[src/rtl/autokey_cipher_stream_assert.svh]
// ----------------------------------------------------------------------------
// Autokey cipher stream assertion macros
// Shared concurrent assertion forms, clocked on clk and disabled during rst.
// ----------------------------------------------------------------------------
`ifndef AUTOKEY_CIPHER_STREAM_ASSERT_SVH
`define AUTOKEY_CIPHER_STREAM_ASSERT_SVH

// Property must hold at every clock edge outside reset.
`define AKC_ASSERT(label, prop, msg) \
  label: assert property (@(posedge clk) disable iff (rst) prop) \
    else $error(msg);

// Condition must never be seen at a clock edge outside reset.
`define AKC_NEVER(label, expr, msg) \
  label: assert property (@(posedge clk) disable iff (rst) !(expr)) \
    else $error(msg);

`endif

[src/rtl/akc_pkg.sv]
// ----------------------------------------------------------------------------
// Autokey cipher package
// Widths, register indexes, the queued item format and the letter arithmetic.
// ----------------------------------------------------------------------------
package akc_pkg;

  localparam int KEY_MAX   = 16;
  localparam int SLOT_W    = $clog2(KEY_MAX);
  localparam int LEN_W     = SLOT_W + 1;
  localparam int CFG_W     = 64;
  localparam int CFG_IDX_W = 2;
  localparam int KEY_W     = 2 * CFG_W;

  localparam logic [7:0] CH_UPPER_A = 8'h41;
  localparam logic [7:0] CH_UPPER_Z = 8'h5A;
  localparam logic [7:0] CH_LOWER_A = 8'h61;
  localparam logic [7:0] CH_LOWER_Z = 8'h7A;
  localparam logic [7:0] CASE_GAP   = 8'd32;
  localparam logic [8:0] SHIFT_BIAS = 9'd7;
  localparam logic [5:0] ALPHA_LEN  = 6'd26;

  typedef enum logic [CFG_IDX_W-1:0] {
    REG_DECRYPT_MODE   = 2'd0,
    REG_KEY_LENGTH     = 2'd1,
    REG_KEY_CHARS_LOW  = 2'd2,
    REG_KEY_CHARS_HIGH = 2'd3
  } cfg_reg_t;

  typedef struct packed {
    logic [7:0]        symbol;
    logic [SLOT_W-1:0] slot;
    logic              past_key;
  } op_t;

  function automatic logic [4:0] mod26(input logic [8:0] x);
    logic [8:0] r;
    r = x;
    if (r >= 9'd208) r = r - 9'd208;
    if (r >= 9'd104) r = r - 9'd104;
    if (r >= 9'd52) r = r - 9'd52;
    if (r >= 9'd26) r = r - 9'd26;
    return r[4:0];
  endfunction

  function automatic logic [4:0] key_shift(input logic [7:0] k);
    logic [7:0] lk;
    lk = k;
    if (k >= CH_UPPER_A && k <= CH_UPPER_Z) lk = k + CASE_GAP;
    return mod26({1'b0, lk} + SHIFT_BIAS);
  endfunction

  function automatic logic [7:0] shift_letter(input logic [7:0] c, input logic [4:0] sh,
                                              input logic sub);
    logic [7:0] base;
    logic [7:0] diff;
    logic [5:0] t;
    logic       is_upper;
    logic       is_lower;
    is_upper = (c >= CH_UPPER_A) && (c <= CH_UPPER_Z);
    is_lower = (c >= CH_LOWER_A) && (c <= CH_LOWER_Z);
    base = is_upper ? CH_UPPER_A : CH_LOWER_A;
    diff = c - base;
    if (sub) begin
      t = {1'b0, diff[4:0]} + ALPHA_LEN - {1'b0, sh};
    end else begin
      t = {1'b0, diff[4:0]} + {1'b0, sh};
    end
    if (t >= ALPHA_LEN) t = t - ALPHA_LEN;
    if (!is_upper && !is_lower) return c;
    return base + {3'b000, t[4:0]};
  endfunction

endpackage

[src/rtl/akc_front.sv]
// ----------------------------------------------------------------------------
// Autokey cipher front end
// Tracks the key position within a message and tags each item with its slot.
// ----------------------------------------------------------------------------
`include "autokey_cipher_stream_assert.svh"

module akc_front
  import akc_pkg::*;
(
  input  logic             clk,
  input  logic             rst,
  input  logic             accept,
  input  logic [7:0]       symbol_in,
  input  logic             message_start,
  input  logic [LEN_W-1:0] key_length,
  output logic             push_out,
  output op_t              op
);

  logic [SLOT_W-1:0] slot_index;
  logic [SLOT_W-1:0] slot_index_next;
  logic              past_key_phase;
  logic              past_key_phase_next;
  logic [LEN_W-1:0]  len;
  logic [LEN_W-1:0]  cur_slot;
  logic [LEN_W-1:0]  adv_slot;
  logic              cur_phase;

  always_comb begin
    len = key_length;
    if (key_length == '0) len = LEN_W'(1);
    if (key_length > LEN_W'(KEY_MAX)) len = LEN_W'(KEY_MAX);
  end

  always_comb begin
    cur_slot  = message_start ? '0 : {1'b0, slot_index};
    cur_phase = message_start ? 1'b0 : past_key_phase;
    if (cur_slot >= len) cur_slot = '0;
    adv_slot            = cur_slot + LEN_W'(1);
    slot_index_next     = adv_slot[SLOT_W-1:0];
    past_key_phase_next = cur_phase;
    if (adv_slot >= len) begin
      slot_index_next     = '0;
      past_key_phase_next = 1'b1;
    end
  end

  always_ff @(posedge clk) begin
    if (rst) begin
      slot_index     <= '0;
      past_key_phase <= 1'b0;
    end else if (accept) begin
      slot_index     <= slot_index_next;
      past_key_phase <= past_key_phase_next;
    end
  end

  assign push_out    = accept;
  assign op.symbol   = symbol_in;
  assign op.slot     = cur_slot[SLOT_W-1:0];
  assign op.past_key = cur_phase;

  `AKC_ASSERT(front_slot_below_len, push_out |-> ({1'b0, op.slot} < len),
              "front tagged an item with a slot beyond the key length")

endmodule

[src/rtl/akc_queue.sv]
// ----------------------------------------------------------------------------
// Autokey cipher item queue
// Two-entry queue that decouples the front end from the shift stage.
// ----------------------------------------------------------------------------
`include "autokey_cipher_stream_assert.svh"

module akc_queue
  import akc_pkg::*;
(
  input  logic clk,
  input  logic rst,
  input  logic push,
  input  op_t  wdata,
  output logic full,
  input  logic pop,
  output op_t  rdata,
  output logic empty
);

  op_t        mem [2];
  logic       wr_ptr;
  logic       rd_ptr;
  logic [1:0] count;
  logic       do_push;
  logic       do_pop;

  assign full    = (count == 2'd2);
  assign empty   = (count == 2'd0);
  assign do_push = push && !full;
  assign do_pop  = pop && !empty;
  assign rdata   = mem[rd_ptr];

  always_ff @(posedge clk) begin
    if (do_push) begin
      mem[wr_ptr] <= wdata;
    end
  end

  always_ff @(posedge clk) begin
    if (rst) begin
      wr_ptr <= 1'b0;
      rd_ptr <= 1'b0;
      count  <= 2'd0;
    end else begin
      if (do_push) wr_ptr <= !wr_ptr;
      if (do_pop) rd_ptr <= !rd_ptr;
      if (do_push && !do_pop) count <= count + 2'd1;
      else if (do_pop && !do_push) count <= count - 2'd1;
    end
  end

  `AKC_NEVER(queue_count_over, count > 2'd2, "item queue count exceeds its depth")
  `AKC_NEVER(queue_pop_empty, pop && empty, "item queue popped while empty")
  `AKC_ASSERT(queue_push_counts, (do_push && !do_pop) |=> (count == $past(count) + 2'd1),
              "item queue lost a pushed item")

endmodule

[src/rtl/akc_back.sv]
// ----------------------------------------------------------------------------
// Autokey cipher shift stage
// Applies the key or history shift, records plaintext and buffers results.
// ----------------------------------------------------------------------------
`include "autokey_cipher_stream_assert.svh"

module akc_back
  import akc_pkg::*;
(
  input  logic             clk,
  input  logic             rst,
  input  logic             decrypt_mode,
  input  logic [KEY_W-1:0] key_chars,
  input  logic             op_valid,
  input  op_t              op,
  output logic             op_take,
  input  logic             pop,
  output logic             empty,
  output logic [7:0]       symbol_out
);

  logic [7:0] history [KEY_MAX];
  logic [7:0] obuf [2];
  logic       owr;
  logic       ord;
  logic [1:0] ocount;
  logic [7:0] key_byte;
  logic [7:0] shift_src;
  logic [7:0] result;
  logic [7:0] plain;
  logic       do_pop;

  assign op_take    = op_valid && (ocount != 2'd2);
  assign empty      = (ocount == 2'd0);
  assign do_pop     = pop && !empty;
  assign symbol_out = obuf[ord];

  always_comb begin
    key_byte  = key_chars[{op.slot, 3'b000} +: 8];
    shift_src = op.past_key ? history[op.slot] : key_byte;
    result    = shift_letter(op.symbol, key_shift(shift_src), decrypt_mode);
    plain     = decrypt_mode ? result : op.symbol;
  end

  always_ff @(posedge clk) begin
    if (op_take) begin
      history[op.slot] <= plain;
      obuf[owr]        <= result;
    end
  end

  always_ff @(posedge clk) begin
    if (rst) begin
      owr    <= 1'b0;
      ord    <= 1'b0;
      ocount <= 2'd0;
    end else begin
      if (op_take) owr <= !owr;
      if (do_pop) ord <= !ord;
      if (op_take && !do_pop) ocount <= ocount + 2'd1;
      else if (do_pop && !op_take) ocount <= ocount - 2'd1;
    end
  end

  `AKC_NEVER(back_count_over, ocount > 2'd2, "result buffer count exceeds its depth")
  `AKC_ASSERT(back_take_shows, (op_take && empty) |=> !empty,
              "a computed item did not reach the result buffer")

endmodule

[src/rtl/autokey_cipher_stream.sv]
// ----------------------------------------------------------------------------
// Autokey cipher stream
// Byte-wide autokey cipher with a queue interface on both sides.
// ----------------------------------------------------------------------------
// An input item (symbol_in, message_start) is accepted at a clock edge with
// push high and full low. Results are read like a queue: while empty is low,
// symbol_out holds the oldest result and pop takes it at the clock edge.
// The configuration registers (decrypt_mode, key_length, key_chars_low,
// key_chars_high) are written through wr_en, wr_index and wr_data; the user
// must write them only while the block is idle, which it does not enforce.
// An accepted item goes into the item queue, then into the result buffer once
// it has room, and can then be popped. One item per cycle is sustained while
// the receiver keeps popping; the history read, shift and write of the shift
// stage together set that rate. When the receiver stops popping, the two-entry
// result buffer and then the two-entry item queue fill and full rises; no item
// is lost. Reset empties both queues, restarts the key position and restores
// the register reset values; the plaintext history is not cleared.
// ----------------------------------------------------------------------------
module autokey_cipher_stream
  import akc_pkg::*;
(
  input  logic                 clk,
  input  logic                 rst,
  input  logic                 push,
  output logic                 full,
  input  logic [7:0]           symbol_in,
  input  logic                 message_start,
  output logic                 empty,
  input  logic                 pop,
  output logic [7:0]           symbol_out,
  input  logic                 wr_en,
  input  logic [CFG_IDX_W-1:0] wr_index,
  input  logic [CFG_W-1:0]     wr_data
);

  logic             decrypt_mode;
  logic [LEN_W-1:0] key_length;
  logic [CFG_W-1:0] key_chars_low;
  logic [CFG_W-1:0] key_chars_high;
  logic             accept;
  logic             front_push;
  op_t              front_op;
  op_t              queue_op;
  logic             queue_empty;
  logic             queue_take;

  always_ff @(posedge clk) begin
    if (rst) begin
      decrypt_mode   <= 1'b0;
      key_length     <= LEN_W'(1);
      key_chars_low  <= '0;
      key_chars_high <= '0;
    end else if (wr_en) begin
      case (cfg_reg_t'(wr_index))
        REG_DECRYPT_MODE:   decrypt_mode   <= wr_data[0];
        REG_KEY_LENGTH:     key_length     <= wr_data[LEN_W-1:0];
        REG_KEY_CHARS_LOW:  key_chars_low  <= wr_data;
        REG_KEY_CHARS_HIGH: key_chars_high <= wr_data;
        default: ;
      endcase
    end
  end

  assign accept = push && !full;

  akc_front u_front (
    .clk           (clk),
    .rst           (rst),
    .accept        (accept),
    .symbol_in     (symbol_in),
    .message_start (message_start),
    .key_length    (key_length),
    .push_out      (front_push),
    .op            (front_op)
  );

  akc_queue u_queue (
    .clk   (clk),
    .rst   (rst),
    .push  (front_push),
    .wdata (front_op),
    .full  (full),
    .pop   (queue_take),
    .rdata (queue_op),
    .empty (queue_empty)
  );

  akc_back u_back (
    .clk          (clk),
    .rst          (rst),
    .decrypt_mode (decrypt_mode),
    .key_chars    ({key_chars_high, key_chars_low}),
    .op_valid     (!queue_empty),
    .op           (queue_op),
    .op_take      (queue_take),
    .pop          (pop),
    .empty        (empty),
    .symbol_out   (symbol_out)
  );

endmodule

[config.mk]
export PLATFORM = sky130hd
export DESIGN_NAME = autokey_cipher_stream
export DESIGN_NICKNAME = d
export VERILOG_FILES = /design/src/rtl/akc_pkg.sv /design/src/rtl/akc_front.sv /design/src/rtl/akc_queue.sv /design/src/rtl/akc_back.sv /design/src/rtl/autokey_cipher_stream.sv
export VERILOG_INCLUDE_DIRS = /design/src /design/src/rtl
export SDC_FILE = /design/constraint.sdc
export NUM_CORES = 1
export LEC_CHECK = 0
export ABC_CLOCK_PERIOD_IN_PS = 15400
export BUFFER_PORTS_ARGS = -buffer_cell sky130_fd_sc_hd__buf_2
export CAP_MARGIN = 40
export CORE_UTILIZATION = 35
export CTS_CLUSTER_DIAMETER = 120
export DETAILED_ROUTE_END_ITERATION = 10
export GPL_TIMING_DRIVEN = 0
export PLACE_DENSITY_LB_ADDON = 0.08
export SYNTH_ARGS = -nofsm -noshare
export SYNTH_HDL_FRONTEND = slang
export SYNTH_HIERARCHICAL = 1
export SYNTH_SLANG_ARGS = --single-unit
[constraint.sdc]
create_clock -name clk -period 15.4 [get_ports clk]
set_input_delay 0.77 -clock clk [delete_from_list [all_inputs] [get_ports clk]]
set_output_delay 0.77 -clock clk [all_outputs]
set_load 0.01 [all_outputs]
* Word-level counts from Yosys, hierarchy flattened
Memories as Yosys holds them, arrays and structs flattened. A register that Yosys moved wholly into a read port is not among the register bits.
Cells that the tools add are included.
** Operators by class
- $add $sub $neg :: 17
- Reduce and logical (&&, ||, !) cells :: 36
- Mux-type cells :: 32
- Order comparisons :: 14
- Equal/unequal tests :: 5
- Shift-type cells :: 1
** Operators with widths (count)
- $shiftx 128x8->8 :: 1
- $mux 8 :: 5
- $mux 9 :: 3
- $mux 5 :: 5
- $ge 8x7->1 const B :: 3
- $le 8x7->1 const B :: 3
- $logic_and 1x1->1 :: 13
- $logic_not 1->1 :: 13
- $mux 6 :: 2
- $mux 1 :: 11
- $ge 5x5->1 :: 2
- $sub 5x5->5 const B :: 2
- $add 8x3->9 const B :: 1
- $ge 9x5->1 const B :: 1
- $ge 9x6->1 const B :: 1
- $ge 9x7->1 const B :: 1
- $ge 9x8->1 const B :: 1
- $sub 9x6->9 const B :: 1
- $sub 9x7->9 const B :: 1
- $sub 9x8->9 const B :: 1
- $add 7x5->8 :: 1
- $add 8x6->8 const B :: 1
- $mux 2 :: 4
- $mux 4 :: 2
- 16 further kinds :: 26
** Word-level totals
- Flip-flop bits (word level) :: 147
- Input port bits :: 80
- Output and inout bits :: 10
- Logic and storage cells :: 120
- Memories kept :: 3
- Bits in writable memories :: 170
** Memory list
- u_back.history :: depth 16, width 8, read ports 1, clocked after Yosys merged registers in 0, write ports 1, line akc_back.sv:22 : logic [7:0] history [KEY_MAX];
- u_queue.mem :: depth 2, width 13, read ports 1, clocked after Yosys merged registers in 1, write ports 1, line akc_queue.sv:20 : op_t mem [2];
- u_back.obuf :: depth 2, width 8, read ports 1, clocked after Yosys merged registers in 1, write ports 1, line akc_back.sv:23 : logic [7:0] obuf [2];

* Longest topological paths before layout
- Depth in word-level cells :: 21
- Gate-level depth with buffers :: 45
- Gate-level depth less buffers :: 40

* By module
The synthesis kept the hierarchy.
** Modules (own cells, without submodules)
- akc_back :: area an instance 9207.6 um^2, cells each 715, times used 1, sequential area each 4424.2 um^2
- autokey_cipher_stream :: area an instance 5501.5 um^2, cells each 512, times used 1, sequential area each 2682.6 um^2
- akc_queue :: area an instance 1149.9 um^2, cells each 65, times used 1, sequential area each 880.8 um^2
- akc_front :: area an instance 641.9 um^2, cells each 84, times used 1, sequential area each 100.1 um^2

* Worst setup path before layout
Ideal clock, no wire load.
- Kind :: reg2reg
- Start point :: register (tool-made name)
- End point :: memory u_back.history[0][5] (data pin)
- Data required time :: 15115 ps
- Buffers on the path :: 3
- Period minus slack after synthesis :: 8996 ps
- Cell stages (with the launch flop) :: 40
- Library setup time :: 285 ps
- Setup slack :: 6404 ps
- Data arrival time :: 8711 ps
- Path through :: dfxtp_1 buf_2 mux2_2 buf_6 or3b_1 o221ai_1 nor3_2 or2_1 buf_2 ha_1 o211a_1 and3_1 o31ai_4 xnor2_2 ha_1 o2111ai_1 o21ai_0 nor2_2 (+4 left out) o21a_1 nand2_2 xnor2_1 ha_1 ha_1 inv_1 fa_1 nand2_1 o21ai_0 a21o_1 o21ai_0 nor2b_1 xnor2_1 nand3_1 or2_2 o21ai_0 o21ai_0 mux2_2
** RTL lines (line)
- end, declared :: akc_back.sv:22

==> impl_metrics.toml <==
[run_status]
status = "completed"

[yosys]
syn_inst = 1376
yosys_most_used_dff = "edfxtp_1"
synthMuxAreaShare_pct = 19.62
synth_seq_area_share_pct = 49.01
yosys_warnings = 6
synth.cell_area_mm2 = 0.01650
ys_ff_latch = 319
synth_top_cell_area_share_pct = 30.94
synth_edf_count = 170
synth.top_cells.by_count = "nand2b_1, mux2i_1, edfxtp_1, dfxtp_1, nor2_1"
async_flop_share_pct = 0
synth_most_common_cell = "nand2b_1"
synth.area.top_cells = "edfxtp_1, dfxtp_1, mux2i_1"
yosys.area.top_type = "edfxtp_1"
synthAdderAreaFrac_pct = 3.124
syn_avg_cell_area_um2 = 11.99
yosys.cell_types.count = 98
synthXorXnorAreaFrac_pct = 1.479
synth_top_family_by_area = "multiplexers"
synth_compound_gate_area_share_pct = 7.567
synth_nets = 1496
yosys.area_share.simple_pct = 15.12

[layout]
multiInputGateArea_mm2 = 0.007740
area_growth_pct = 16.30
fillers = 4421
register_area_mm2 = 0.008088
drive_gt1_share_pct = 21.63
nNetsFinal = 1638

[routing]
drtAntennaViolNets = 0
routedWlPerCell_um = 22.68
wl_met2_um = 22340
drt-vias-per-instance = 5.175
met1Wirelength_um = 23420
firstDrtPassIters = 5
num_vias = 11160
highest_layer = "met4"
drc = 0
dr_wl_met3_um = 2197
dr.first_iter.drc_count = 713
routed_wl_um = 48910

[timing]
timing.fmax_mhz = 90.04
slew_headroom_pct = 42.72
period_needed_ns = 11.11
setup_tns_ns = 0
finalHoldViolCount = 0
rsz0062_at_grt = "false"
fin_crit_sh_pct = 72.12
finalSetupViolations = 0
worst_pin_slew_ns = 0.8561
final_max_slew_viol_count = 0
clock_skew_ns = 0.03210

[clock_network]
cts_tree = "built"
post_cts_resized = 0
cts_hold_buf = 0
cts-buffers-inserted = 39
cts_setup_buffers = 0
clock-root-buffer = "clkbuf_16"
cts_buffer_depth = 3
clock-sinks = 319
insertion_delay_ns = 0.56
htree_levels = 2
clkTransAtPathRegs_ns = 0.06

[run]
maxCapViolations = 0

[global_route]
grt_pass1_vias = 11290
grt_remaining_overflow = 0
antenna_found_initial = 1
grt_max_degree = 18
grt_pass1_wl_um = 72710
grt_use_total_pct = 20.81

[place]
io_buffer_count = 81
dpl.hpwl_um = 35630
place_congestion = 0.7944

[critical_path]
r2r-end = "u_back/history[10][5]$_DFFE_PP_"
cpMaxStageDelayCell = "o41ai_1"
crit_type = "flop to flop"
crit_top_cell = "buf_2"
critical_path_peak_fanout = 16
endpoint_kind = "flop"
slowest_delay_ns = 0.55
startpoint_type = "flop"
worstPathArrival_ns = 11.33
rr_worst_depth = 40
timing.reg2reg.setup_slack_ns = 4.29
cp_data_required_time_ns = 15.63

[worst_hold_path]
hold_depth = 1
hp-start = "symbol_in[3]"
min_to = "u_queue/mem[0][8]$_DFFE_PP_"
hold_path_class = "input pin to flop"

[die]
die-area_mm2 = 0.04802
fp.dieW_um = 219.1
io-pin-count = 90
coreArea_mm2 = 0.04656
die_h_um = 219.1
start_util_pct = 35.44
fp-row-count = 79
==> metal layers <==
| metal | global-route usage [%] | vias up |
|---|---|---|
| met2 | 33.30 | 236 |
| met1 | 28.81 | 5556 |
| met3 | 3.714 | 59 |
| met5 | 0 | - |
| met4 | 5.671 | 0 |
| li1 | - | 5312 |
==> cell type report <==
cell class              count  share of cell area [%]
well taps                 607                   3.958
multi-input cells         940                   40.33
clock inverters            23                   1.167
flip-flops and latches    319                   42.15
inverters                  29                  0.5673
diodes                      1                 0.01304
repair buffers            101                   3.110
plain buffers              88                   2.941
clock buffers              49                   5.764
==> per-stage QoR <==
stage               setup WS (ns)  instances  hold slack [ns]  cell area (µm²)  util [%]
CTS                         4.378       2156           0.3697            19190     41.21
global placement            4.127       2064           0.4547            17670     37.95
detailed placement          4.437       2084           0.4610            17860     38.36
finish                      4.294       2157           0.4086            19190     41.22
floorplan                   6.404       1376           0.4452            16500         -
global route                3.681       2156           0.3820            19190     41.21
==> how the worst max path moves through the flow <==
| stage | from | endpoint | cells after the start |
|---|---|---|---|
| after floorplan | flop | u_back/history[0][5]$_DFFE_PP_ | 39 |
| after global placement | flop | u_back/history[11][7]$_DFFE_PP_ | 40 |
| after detailed placement | flop | u_back/history[11][5]$_DFFE_PP_ | 40 |
| after CTS | flop | u_back/history[10][5]$_DFFE_PP_ | 40 |
| after global routing | flop | u_back/history[10][5]$_DFFE_PP_ | 40 |
| final | flop | u_back/history[10][5]$_DFFE_PP_ | 40 |
==> state kept, by name, summed over array words and instances, names as in the netlist, 2 cells and up, named ones only <==
register,cells
u_back/history,128
u_queue/count,2
key_length,5
u_back/ocount,2
u_front/slot_index,4
key_chars_high,64
u_back/obuf,16
u_queue/mem,26
key_chars_low,64
==> worst max-delay path, delay by kind of cell, from the launching register on <==
family                     cells  cell delay [ns]
AOI/OAI and AO/OA             12             3.17
and+or+nand+nor                9             1.63
xor gates and xnor gates       2             0.68
buffers and inverters          8             2.03
muxes                          4             1.51
DFF                            1             0.40
adders and majority gates      5             1.32
==> cells by family after synthesis <==
group,Yosys count
AO/OA/AOI/OAI,166
XOR/XNOR,27
adder cells (fa/ha/maj),40
buffers and inverters,117
flip-flops,319
multiplexers,265
AND/OR/NAND/NOR,442
==> layout by cell type, fill, tap and decap left out, types with 7 or more instances in the layout <==
cell,count
o21a_1,7
nor2b_1,13
nand2_1,61
nand3_1,15
buf_2,102
dfxtp_1,149
nand2b_1,203
nor2_1,71
nor3_1,7
clkinv_2,8
edfxtp_1,170
o21ai_0,27
clkbuf_1,35
clkbuf_16,41
a21oi_1,25
inv_1,25
clkinv_1,8
nand4_1,7
mux2_2,38
ha_1,38
a211oi_1,7
a21o_1,10
and3_1,10
o22ai_1,7
mux4_2,41
xor2_1,13
buf_4,25
buf_6,21
a22oi_1,8
nor3b_1,7
mux2i_1,179
xnor2_1,13
Power is left out: the tool's default activity adds up to more than one toggle a clock period on the data nets, which glitch-free logic cannot reach.
